--- src/design/pspt_pkg.sv ---
// Package of the per-source packet threshold unit: constants, beat and control types.
package pspt_pkg;

    localparam int TABLE_ENTRIES_DEF = 32;
    localparam int COUNT_BITS_DEF    = 20;

    localparam int ADDR_W      = 32;
    localparam int TYPE_W      = 16;
    localparam int THRESH_W    = 20;
    localparam int OUT_COUNT_W = 20;

    localparam logic [TYPE_W-1:0]      IPV4_TYPE    = 16'h0800;
    localparam logic [THRESH_W-1:0]    THRESH_RESET = 20'd1000;
    localparam logic [OUT_COUNT_W-1:0] OUT_COUNT_MAX = {OUT_COUNT_W{1'b1}};

    localparam logic KIND_ALARM   = 1'b0;
    localparam logic KIND_SUMMARY = 1'b1;

    typedef struct packed {
        logic [TYPE_W-1:0] frame_type;
        logic [ADDR_W-1:0] source_address;
        logic              end_of_window;
    } t_in_item;

    typedef struct packed {
        logic                   item_kind;
        logic [ADDR_W-1:0]      alarm_address;
        logic [OUT_COUNT_W-1:0] alarm_count;
        logic                   table_overflowed;
        logic                   last_of_run;
    } t_out_item;

    // Broadcast controls from the sequencer to every table cell.
    typedef struct packed {
        logic count_en;  // IPv4 key on the bus this cycle
        logic alloc_en;  // key missed everywhere and a free cell exists
        logic shift;     // dump: every cell loads its upper neighbor
    } t_cell_ctl;

endpackage

--- src/design/pspt_cell.sv ---
// One table cell: holds a source address and its saturating count.
module pspt_cell #(
    parameter int COUNT_BITS = pspt_pkg::COUNT_BITS_DEF
) (
    input  logic                        i_clk,
    input  logic                        i_rst_n,
    input  pspt_pkg::t_cell_ctl         i_ctl,
    input  logic [pspt_pkg::ADDR_W-1:0] i_key,
    input  logic                        i_prev_occ,
    input  logic                        i_nxt_occ,
    input  logic [pspt_pkg::ADDR_W-1:0] i_nxt_addr,
    input  logic [COUNT_BITS-1:0]       i_nxt_cnt,
    output logic                        o_occ,
    output logic [pspt_pkg::ADDR_W-1:0] o_addr,
    output logic [COUNT_BITS-1:0]       o_cnt,
    output logic                        o_hit
);

    logic                        r_occ;
    logic [pspt_pkg::ADDR_W-1:0] r_addr;
    logic [COUNT_BITS-1:0]       r_cnt;
    logic                        take;

    assign o_hit = r_occ && (r_addr == i_key);
    // cells fill in order, so the first free cell is the one whose lower neighbor is taken
    assign take  = i_ctl.alloc_en && !r_occ && i_prev_occ;

    always_ff @(posedge i_clk) begin
        if (!i_rst_n) begin
            r_occ <= 1'b0;
        end else begin
            priority if (i_ctl.shift) begin
                r_occ <= i_nxt_occ;
            end else if (take) begin
                r_occ <= 1'b1;
            end
        end
    end

    always_ff @(posedge i_clk) begin
        priority if (i_ctl.shift) begin
            r_addr <= i_nxt_addr;
            r_cnt  <= i_nxt_cnt;
        end else if (i_ctl.count_en && o_hit && (r_cnt != {COUNT_BITS{1'b1}})) begin
            r_cnt <= r_cnt + 1'b1;
        end else if (take) begin
            r_addr <= i_key;
            r_cnt  <= COUNT_BITS'(1);
        end
    end

    assign o_occ  = r_occ;
    assign o_addr = r_addr;
    assign o_cnt  = r_cnt;

endmodule

--- src/design/per_source_packet_threshold_unit.sv ---
// Top level of the per-source packet threshold unit: sequencer and row of table cells.
//
//  channel | direction | handshake            | beat
//  in      | input     | i_in_valid/o_in_stall | t_in_item (header)
//  out     | output    | o_out_valid/i_out_stall | t_out_item (alarm or summary)
//  cfg     | input     | i_cfg_valid/o_cfg_ready | alarm_threshold
//
// A header is accepted and registered; then every cell compares its address with the key
// and, for an IPv4 header, the matching or first free cell updates.
// At a window end the cell row shifts toward cell 0 and a summary follows; an output stall
// on an alarm or the summary holds the dump.
// Input is stalled during that dump. Reset clears the occupancy flags at once; no sweep.
module per_source_packet_threshold_unit #(
    parameter int TABLE_ENTRIES = pspt_pkg::TABLE_ENTRIES_DEF,
    parameter int COUNT_BITS    = pspt_pkg::COUNT_BITS_DEF
) (
    input  logic                          i_clk,
    input  logic                          i_rst_n,
    input  logic                          i_in_valid,
    output logic                          o_in_stall,
    input  pspt_pkg::t_in_item            i_in_data,
    output logic                          o_out_valid,
    input  logic                          i_out_stall,
    output pspt_pkg::t_out_item           o_out_data,
    input  logic                          i_cfg_valid,
    output logic                          o_cfg_ready,
    input  logic [pspt_pkg::THRESH_W-1:0] i_cfg_data
);

    localparam int CNT_W = $clog2(TABLE_ENTRIES + 1);
    localparam int CMP_W = (COUNT_BITS > pspt_pkg::THRESH_W) ? COUNT_BITS : pspt_pkg::THRESH_W;

    localparam logic ST_IDLE = 1'b0;
    localparam logic ST_DUMP = 1'b1;

    logic                          r_state;
    logic                          r_pend;
    pspt_pkg::t_in_item            r_item;
    logic [pspt_pkg::THRESH_W-1:0] r_thr;
    logic [CNT_W-1:0]              r_entries;
    logic                          r_ovf;
    logic                          r_out_valid;
    pspt_pkg::t_out_item           r_out;
    pspt_pkg::t_out_item           n_out;

    logic [TABLE_ENTRIES-1:0]        occ;
    logic [TABLE_ENTRIES-1:0]        hit;
    logic [pspt_pkg::ADDR_W-1:0]     addr [TABLE_ENTRIES];
    logic [COUNT_BITS-1:0]           cnt  [TABLE_ENTRIES];
    pspt_pkg::t_cell_ctl             ctl;

    logic in_acc, is_ipv4, any_hit, full, out_free, load;
    logic head_alarm;
    logic [CMP_W-1:0] head_ext;

    assign o_in_stall  = r_pend || (r_state == ST_DUMP);
    assign in_acc      = i_in_valid && !o_in_stall;
    assign o_cfg_ready = 1'b1;

    assign is_ipv4  = r_item.frame_type == pspt_pkg::IPV4_TYPE;
    assign any_hit  = |hit;
    assign full     = r_entries == CNT_W'(TABLE_ENTRIES);
    assign out_free = !r_out_valid || !i_out_stall;

    assign head_ext   = CMP_W'(cnt[0]);
    assign head_alarm = occ[0] && (head_ext > CMP_W'(r_thr));

    always_comb begin
        ctl.count_en = r_pend && is_ipv4;
        ctl.alloc_en = r_pend && is_ipv4 && !any_hit && !full;
        // head cell moves on unless it holds an alarm that cannot leave yet
        ctl.shift    = (r_state == ST_DUMP) && occ[0] && (!head_alarm || out_free);
    end

    always_comb begin
        n_out.table_overflowed = r_ovf;
        if (occ[0]) begin
            n_out.item_kind     = pspt_pkg::KIND_ALARM;
            n_out.alarm_address = addr[0];
            n_out.alarm_count   = (head_ext > CMP_W'(pspt_pkg::OUT_COUNT_MAX)) ?
                                  pspt_pkg::OUT_COUNT_MAX :
                                  head_ext[pspt_pkg::OUT_COUNT_W-1:0];
            n_out.last_of_run   = 1'b0;
        end else begin
            n_out.item_kind     = pspt_pkg::KIND_SUMMARY;
            n_out.alarm_address = '0;
            n_out.alarm_count   = pspt_pkg::OUT_COUNT_W'(r_entries);
            n_out.last_of_run   = 1'b1;
        end
        load = (r_state == ST_DUMP) && out_free && (head_alarm || !occ[0]);
    end

    always_ff @(posedge i_clk) begin
        if (!i_rst_n) begin
            r_state     <= ST_IDLE;
            r_pend      <= 1'b0;
            r_thr       <= pspt_pkg::THRESH_RESET;
            r_entries   <= '0;
            r_ovf       <= 1'b0;
            r_out_valid <= 1'b0;
        end else begin
            if (i_cfg_valid && o_cfg_ready) begin
                r_thr <= i_cfg_data;
            end
            if (load) begin
                r_out_valid <= 1'b1;
            end else if (!i_out_stall) begin
                r_out_valid <= 1'b0;
            end
            unique case (r_state)
                ST_IDLE: begin
                    if (in_acc) begin
                        r_pend <= 1'b1;
                    end else if (r_pend) begin
                        r_pend <= 1'b0;
                        if (ctl.alloc_en) begin
                            r_entries <= r_entries + 1'b1;
                        end
                        if (is_ipv4 && !any_hit && full) begin
                            r_ovf <= 1'b1;
                        end
                        if (r_item.end_of_window) begin
                            r_state <= ST_DUMP;
                        end
                    end
                end
                ST_DUMP: begin
                    if (load && !occ[0]) begin
                        r_entries <= '0;
                        r_ovf     <= 1'b0;
                        r_state   <= ST_IDLE;
                    end
                end
                default: r_state <= ST_IDLE;
            endcase
        end
    end

    always_ff @(posedge i_clk) begin
        if (in_acc) begin
            r_item <= i_in_data;
        end
        if (load) begin
            r_out <= n_out;
        end
    end

    assign o_out_valid = r_out_valid;
    assign o_out_data  = r_out;

    for (genvar g = 0; g < TABLE_ENTRIES; g++) begin : g_cell
        logic                        prev_occ;
        logic                        nxt_occ;
        logic [pspt_pkg::ADDR_W-1:0] nxt_addr;
        logic [COUNT_BITS-1:0]       nxt_cnt;

        if (g == 0) begin : g_first
            assign prev_occ = 1'b1;
        end else begin : g_mid
            assign prev_occ = occ[g-1];
        end

        if (g == TABLE_ENTRIES - 1) begin : g_last
            assign nxt_occ  = 1'b0;
            assign nxt_addr = '0;
            assign nxt_cnt  = '0;
        end else begin : g_inner
            assign nxt_occ  = occ[g+1];
            assign nxt_addr = addr[g+1];
            assign nxt_cnt  = cnt[g+1];
        end

        pspt_cell #(
            .COUNT_BITS(COUNT_BITS)
        ) u_cell (
            .i_clk      (i_clk),
            .i_rst_n    (i_rst_n),
            .i_ctl      (ctl),
            .i_key      (r_item.source_address),
            .i_prev_occ (prev_occ),
            .i_nxt_occ  (nxt_occ),
            .i_nxt_addr (nxt_addr),
            .i_nxt_cnt  (nxt_cnt),
            .o_occ      (occ[g]),
            .o_addr     (addr[g]),
            .o_cnt      (cnt[g]),
            .o_hit      (hit[g])
        );
    end

endmodule

--- config.mk ---
export PLATFORM = sky130hd
export DESIGN_NAME = per_source_packet_threshold_unit
export DESIGN_NICKNAME = d
export VERILOG_FILES = /design/src/design/pspt_pkg.sv /design/src/design/pspt_cell.sv /design/src/design/per_source_packet_threshold_unit.sv
export SDC_FILE = /design/constraint.sdc
export NUM_CORES = 2
export LEC_CHECK = 0
export BUFFER_PORTS_ARGS = -buffer_cell sky130_fd_sc_hd__clkbuf_2
export CAP_MARGIN = 20
export CORE_MARGIN = 2
export CORE_UTILIZATION = 60
export DETAILED_ROUTE_END_ITERATION = 8
export GPL_ROUTABILITY_DRIVEN = 0
export MAX_ROUTING_LAYER = met4
export PLACE_DENSITY = 0.78
export SLEW_MARGIN = 25
export SYNTH_ARGS = -nofsm -noshare
export SYNTH_HDL_FRONTEND = slang
export SYNTH_SLANG_ARGS = --single-unit
--- constraint.sdc ---
create_clock -name i_clk -period 14.3 [get_ports i_clk]
set_clock_uncertainty 0.15 [all_clocks]
set_input_delay 2.145 -clock i_clk [delete_from_list [all_inputs] [get_ports i_clk]]
set_output_delay 2.145 -clock i_clk [all_outputs]
set_load 0.01 [all_outputs]
# After elaboration in Yosys (flattened, before gate mapping)
# Cells that the tools add are included.
dict set report classes {
  addsub 33
  order_cmp 2
  eq_ne 103
  muxes 271
  bitwise_logic 3
  reduce_logical 312
}
# op count
set op_table {}
lappend op_table {{2-to-1 mux 32 bit} 93}
lappend op_table {{2-to-1 mux 20 bit} 96}
lappend op_table {{equality test 32 bit} 32}
lappend op_table {{adder 20 x 1 -> 20 bit, second input constant} 32}
lappend op_table {{!= test 20 bit, second input constant} 32}
lappend op_table {{logical AND 1 bit} 171}
lappend op_table {{nonzero test 3 bit} 31}
lappend op_table {{2-to-1 mux 1 bit} 74}
lappend op_table {{!= test 2 bit, second input constant} 34}
lappend op_table {{AND reduction 2 bit} 32}
lappend op_table {{nonzero test 2 bit} 32}
lappend op_table {{2-to-1 mux 53 bit} 1}
lappend op_table {{zero test 1 bit} 38}
lappend op_table {{OR reduction 32 bit} 1}
lappend op_table {{2-to-1 mux 6 bit} 4}
lappend op_table {{greater-than comparator 20 bit} 1}
lappend op_table {{greater-than comparator 20 bit, second input constant} 1}
lappend op_table {{equality test 16 x 12 -> 1 bit, second input constant} 1}
lappend op_table {{one-hot mux 6 bit (2 select lines)} 1}
lappend op_table {{AND reduction 4 bit} 2}
lappend op_table {{adder 6 x 1 -> 6 bit, second input constant} 1}
lappend op_table {{equality test 6 bit, second input constant} 1}
lappend op_table {{!= test 2 x 1 -> 1 bit, second input constant} 3}
lappend op_table {{logical OR 1 bit} 4}
lappend op_table {{other kinds (3)} 6}
dict set report word_totals {
  register_bits 1830
  in_bits 74
}

# Longest topological paths before layout
dict set report logic_depth {
  word_depth 11
  mapped_depth 15
  depth_no_buf 11
}

# Cells and area by module
# A second synthesis with hierarchy kept.
dict set report hier_totals {
  cells_unflattened 8143
  hier_area_um2 104465.2
}
# mod n_inst cells_per_inst area_per_inst_um2 seq_area_each_um2
set modules_own_cells {}
lappend modules_own_cells {{pspt_cell at g_cell[0].u_cell ...} 20 242 3145.5 1581.5}
lappend modules_own_cells {{pspt_cell at g_cell[28].u_cell ...} 11 243 3010.4 1581.5}
lappend modules_own_cells {per_source_packet_threshold_unit 1 393 5439.0 3693.5}
lappend modules_own_cells {{pspt_cell at g_cell[9].u_cell} 1 237 3001.6 1581.5}

# Least setup slack after synthesis
# OpenSTA, ideal clock, no wires.
dict set report synth_timing {
  path_type {input-to-reg}
  from {input port i_out_stall}
  to {register r_out (netlist bit o_out_data[10]) (enable)}
  setup_ns 0.532
  t_arrival_ns 6.006
  required_ns 13.618
  slack_ns 7.612
  cell_stages 3
  n_path_buf 0
  path_cell_list {nand2_1 > nand2_1 > nor3_1}
}
dict set report synth_between {
  elab_chain_cells 4
}
# element line_no
set synth_lines {}
lappend synth_lines {{from (decl)} per_source_packet_threshold_unit.sv:23} ;# input logic i_out_stall,
lappend synth_lines {{zero test 1 bit} n/a}
lappend synth_lines {{logical OR 1 bit} per_source_packet_threshold_unit.sv:63} ;# assign out_free = !r_out_valid || !i_out_stall;
lappend synth_lines {{logical AND 1 bit (2 in a row)} per_source_packet_threshold_unit.sv:90} ;# load = (r_state == ST_DUMP) && out_free && (head_alarm || !occ[0]);
lappend synth_lines {{via load} per_source_packet_threshold_unit.sv:52} ;# logic in_acc, is_ipv4, any_hit, full, out_free, load;
lappend synth_lines {{to (signal assigned)} per_source_packet_threshold_unit.sv:144} ;# r_out <= n_out;
lappend synth_lines {{to (decl)} per_source_packet_threshold_unit.sv:43} ;# pspt_pkg::t_out_item r_out;
# The timed path passes the listed nets, and every way through them passes these cells.
# A chain may end at the register's enable or synchronous reset.

# Worst setup path in the final report
dict set report layout_timing {
  from {register r_item[14] (netlist bit)}
  to {register g_cell[19].u_cell.r_cnt[8] (enable)}
}
dict set report layout_between {
  elab_chain_cells 9
  elab_cells_between_ends 73
  classes_between {32 x eq/ne; 41 x reduce/logical}
}
# element line_no
set layout_lines {}
lappend layout_lines {{from (decl)} per_source_packet_threshold_unit.sv:38} ;# pspt_pkg::t_in_item r_item;
lappend layout_lines {{from (signal assigned)} per_source_packet_threshold_unit.sv:141} ;# r_item <= i_in_data;
lappend layout_lines {{equality test 32 bit} pspt_cell.sv:24} ;# assign o_hit = r_occ && (r_addr == i_key);
lappend layout_lines {{logical AND 1 bit} pspt_cell.sv:24}
lappend layout_lines {{OR reduction 32 bit} per_source_packet_threshold_unit.sv:61} ;# assign any_hit = |hit;
lappend layout_lines {{zero test 1 bit} per_source_packet_threshold_unit.sv:70} ;# ctl.alloc_en = r_pend && is_ipv4 && !any_hit && !full;
lappend layout_lines {{logical AND 1 bit (2 in a row)} per_source_packet_threshold_unit.sv:70}
lappend layout_lines {{logical AND 1 bit (2 in a row)} pspt_cell.sv:26} ;# assign take = i_ctl.alloc_en && !r_occ && i_prev_occ;
lappend layout_lines {{nonzero test 3 bit (no source line) (*)} n/a}
lappend layout_lines {{to (signal assigned)} pspt_cell.sv:43} ;# r_cnt <= i_nxt_cnt;
lappend layout_lines {{to (signal assigned)} pspt_cell.sv:45} ;# r_cnt <= r_cnt + 1'b1;
lappend layout_lines {{to (decl)} pspt_cell.sv:21} ;# logic [COUNT_BITS-1:0] r_cnt;
# Mark *: on every way between the ends. The rest lies on a longest branch, timed or not.

==> results.md <==
Placement:
- The number of placed instances with taps included is ~11000.
- The worst slack at placement is approximately 7000 ps.
- In this run the tool buffered the top-level ports with between 100 and 150 buffer cells.
- After legalization and detailed placement, the total HPWL measured approximately 220000 um.
- The placed standard-cell area is slightly above 100000 sq um.

Power and ir drop:
- The worst-case IR drop observed on VDD is between 0.0001 and 0.00015 V.
- The internal portion of the total power is 8.97 mW.
- Summing internal, switching and leakage power gives ~12 mW.
- The relative contribution of combinational cells to total power is ~7.6%.
- The switching share of total power is between 20% and 30%.
- In this run the static leakage power is ~39 nW.
- The analysis attributes to net switching a power of 2.83 mW.
- The power density over the cells is ~110 nW/um^2.
- The clock network burns a little over two fifths of the power.
- The fraction of power consumed by sequential logic is 49.9%.

Synth:
- When the netlist entered floorplanning its net count stood at between 9000 and 10000.
- The proportion of register bits with asynchronous set or reset after synthesis is 0%.
- Yosys printed 0 warnings.
- The share of the synthesized area in the top cell type is a little over 50%.
- In this run, synthesis inferred 1715 flip-flops with an integrated enable.
- After synthesis the netlist holds a flip-flop and latch count of between 1500 and 2000.
- The cell count after synthesis is about 8900.
- The netlist area before placement is roughly 100000 sq um.
- Among all flip-flop cells after synthesis, the most frequent one is sky130_fd_sc_hd__edfxtp_1.
- Ranked by total cell area, the synthesized netlist is headed by sky130_fd_sc_hd__edfxtp_1 (51%), sky130_fd_sc_hd__a21o_1 (7.5%), sky130_fd_sc_hd__xnor2_1 (7.2%).
- The sequential area share after synthesis is between 50 and 60%.
- The largest total area in the synthesized netlist belongs to sky130_fd_sc_hd__edfxtp_1.
- The most frequent cell after synthesis is sky130_fd_sc_hd__edfxtp_1.
- Ranked by instance count, the synthesized netlist is headed by sky130_fd_sc_hd__edfxtp_1 (1715), sky130_fd_sc_hd__a21o_1 (1001), sky130_fd_sc_hd__nand2_1 (950).
- Counting distinct cell types in the post-synthesis netlist gives 88.
- The post-synthesis average cell area is approximately 11 sq um.

Die:
- During I/O placement, the number of pins put on the boundary was 132.
- The area of the core is roughly 170000 sq um.
- The floorplan has 150 rows.
- Once the floorplan was initialized, standard cells occupied 60.3% of the core.
- From bottom edge to top edge, the die measures just over 400 um.
- The die is 413 um wide.
- The floorplan step defined a die boundary enclosing about 170000 sq um.

Critical path:
- The critical path endpoint category is a flip-flop.
- At the worst endpoint, the arrival time is 7830 ps.
- The total buffers and inverters traversed by the critical path is 6.
- The startpoint type of the worst setup path is a flip-flop.
- In this run the worst path has a maximum fanout of 32.
- The family of cells with the greatest summed delay on the critical path is buffers and inverters.
- In this design, the critical path's most frequently occurring cell is sky130_fd_sc_hd__buf_4.
- At the worst endpoint, the required time is roughly 15000 ps.
- The highest-delay cell along the critical path is sky130_fd_sc_hd__nand2b_1.
- The stage delay of the slowest cell on the critical path is approximately 800 ps.
- The critical path in this run is classified as reg2reg.
- The critical path goes through buf_4 > buf_4 > inv_1 > o22ai_1 > nor4_1 > nand4_1 > nand4_1 > or4_4 > nor4b_4 > buf_4 > buf_4 > a31o_1 > buf_4 > nand2b_1.

Run:
- The count of max-cap constraint violations is 0.

Clocking:
- Clock-pin slew was measured on the worst setup and hold paths at ~70 ps.
- In this run the clock root is driven by a sky130_fd_sc_hd__clkbuf_16.
- The maximum level of the CTS H-tree is 4.
- The count of buffers added by post-CTS timing repair for setup is 0.
- Hold repair after CTS inserted 0 buffers.
- The buffer depth of the longest clock path is 3.
- The clock tree from TritonCTS is built.
- The number of cells upsized or downsized after cts is 0.
- Counting the buffers created by CTS gives 186.
- The insertion delay to the later sink of the worst-skew pair is ~870 ps.
- For this design, the sink count on the clock tree is approximately 1800.

Routing:
- The iteration-0 DRC count of the detailed router is between 10000 and 15000.
- In the routed layout, each cell is associated on average with a via count of a little under 7.
- The first TritonRoute pass finished after 9 iterations.
- The final route contains between 70000 and 80000 vias.
- The detail route stage leaves a number of antenna-violating nets equal to 0.
- The count of unresolved DRC violations after routing is a little over 200.
- The final routed wire length divided by cell count is 29.4 um.
- Wires add up to roughly 330000 um.

Global route:
- The number of antenna violations at the first check in global routing is 22.
- The layer flagged by global routing as most heavily used is met2.
- The first global-routing pass estimated 476000 um of wire.
- In the global route stage, overall resource usage came out at between 30% and 40%.
- For met3 alone, demand over resource in global routing was around an eighth.
- The number of global-route vias before repair is approximately 74000.
- The pin count of the biggest net entering global routing is between 200 and 250.
- The met1 routing resource usage after global routing is 47.9%.
- The global-route track usage on met2 is approximately 54%.
- The global route total overflow is 0.

Cells and area:
- The final layout contains 8867 nets.
- The fraction of final layout cells sized beyond drive strength 1 is ~8%.
- The core utilization of the finished layout is 64.9%.
- Once layout is complete, the cells apart from fillers number 11100.
- After routing the design area is around 110000 sq um.
- The area growth from synthesis to layout is 7.71%.

STA:
- The maximum achievable frequency is between 100 and 150 MHz.
- The transition at the pin with the smallest max-transition slack is 1270 ps.
- Setup repair after global routing left no endpoint under its margin.
- In the post-route analysis, the smallest setup slack over all paths is around 6800 ps.
- The final-layout worst hold slack is 317 ps.
- Setup total negative slack on the finished layout was measured at 0 ps.
- The max-slew violation total from the final report came to 0.
- The worst slew margin relative to its limit is approximately 14%.
- The part of the cycle the worst path needs is between 50 and 60%.
- Setup violations remaining at the end of the flow were counted as 0.
- The number of hold violations in the final report is 0.
- The post-route minimum period is between 7000 and 8000 ps.

Status:
- The flow ran to the end, but the final reports show violations.
- The checks that failed: DRC.

Min path:
- The class of the tightest hold or removal check is reg2reg.
==> sequential cells by signal (all words and copies together) (netlist names), 6 cells and up <==
name,count
o_out_data,54
r_thr,20
g_cell.u_cell.o_occ,32
g_cell.u_cell.o_cnt,640
r_entries,6
r_item,49
g_cell.u_cell.o_addr,1024
==> path summary, 6_finish.rpt <==
path,startpoint,to,slack (ps),cells after the start
worst max-delay path,r_item[14],g_cell[19].u_cell.o_cnt[8],6790,14
worst min-delay path,r_ovf,o_out_data[1],320,0
worst max register to register,r_item[14],g_cell[19].u_cell.o_cnt[8],6790,14
worst min register to register,r_ovf,o_out_data[1],320,0
==> cell type report <==
type | count | area (sq um)
clock buffers | 247 | 5080
diodes | 20 | 50.0
repair buffers | 291 | 2060
inverters | 156 | 586
well taps | 2204 | 2760
multi-input cells | 6275 | 42800
fillers | 12300 | 58500
flip-flops and latches | 1829 | 53800
clock inverters | 101 | 1050
==> logic make-up (layout without fill, tap and decap cells) <==
group / Yosys count / count (layout) / share of synthesized area, %
DFF: 1829 / 1829 / 53.5
adders and majority gates: 54 / 54 / 0.673
xor gates and xnor gates: 1556 / 1556 / 13.6
other: 1 / 21 / 0.00373
buffers and inverters: 773 / 795 / 4.14
and+or+nand+nor: 2844 / 2844 / 14.5
AOI/OAI and AO/OA: 1767 / 1767 / 13.0
muxes: 53 / 53 / 0.533
==> power groups by stage <==
stage / clock network [mW] / logic, mW / registers (mW)
after floorplan: 0 / 0.553 / 6.00
after CTS: 4.99 / 0.836 / 5.89
final: 5.01 / 0.895 / 5.89
after global placement: 0 / 0.807 / 6.00
after detailed placement: 0 / 0.829 / 6.00
after global routing: 5.19 / 0.898 / 5.89
==> metal layers <==
layer  part of all wire [%]  up-vias
li1                       -    32300
met1                     35    37100
met2                     43     6079
met3                     15     1678
met4                    7.8        0
met5                      0        -
==> placed cells by master (no fill, tap or decap), drive strengths merged, types with 93 or more instances in the layout <==
master,n
nor4,232
xnor2,827
a21o,1001
nor2,245
o31ai,453
nand3,403
and2,93
edfxtp,1715
nor3,95
nand4,342
buf,162
clkbuf,376
dfxtp,114
o21ai,168
nand2,950
and3,167
xor2,729
inv,160
Power figures use the tool's default switching activity.
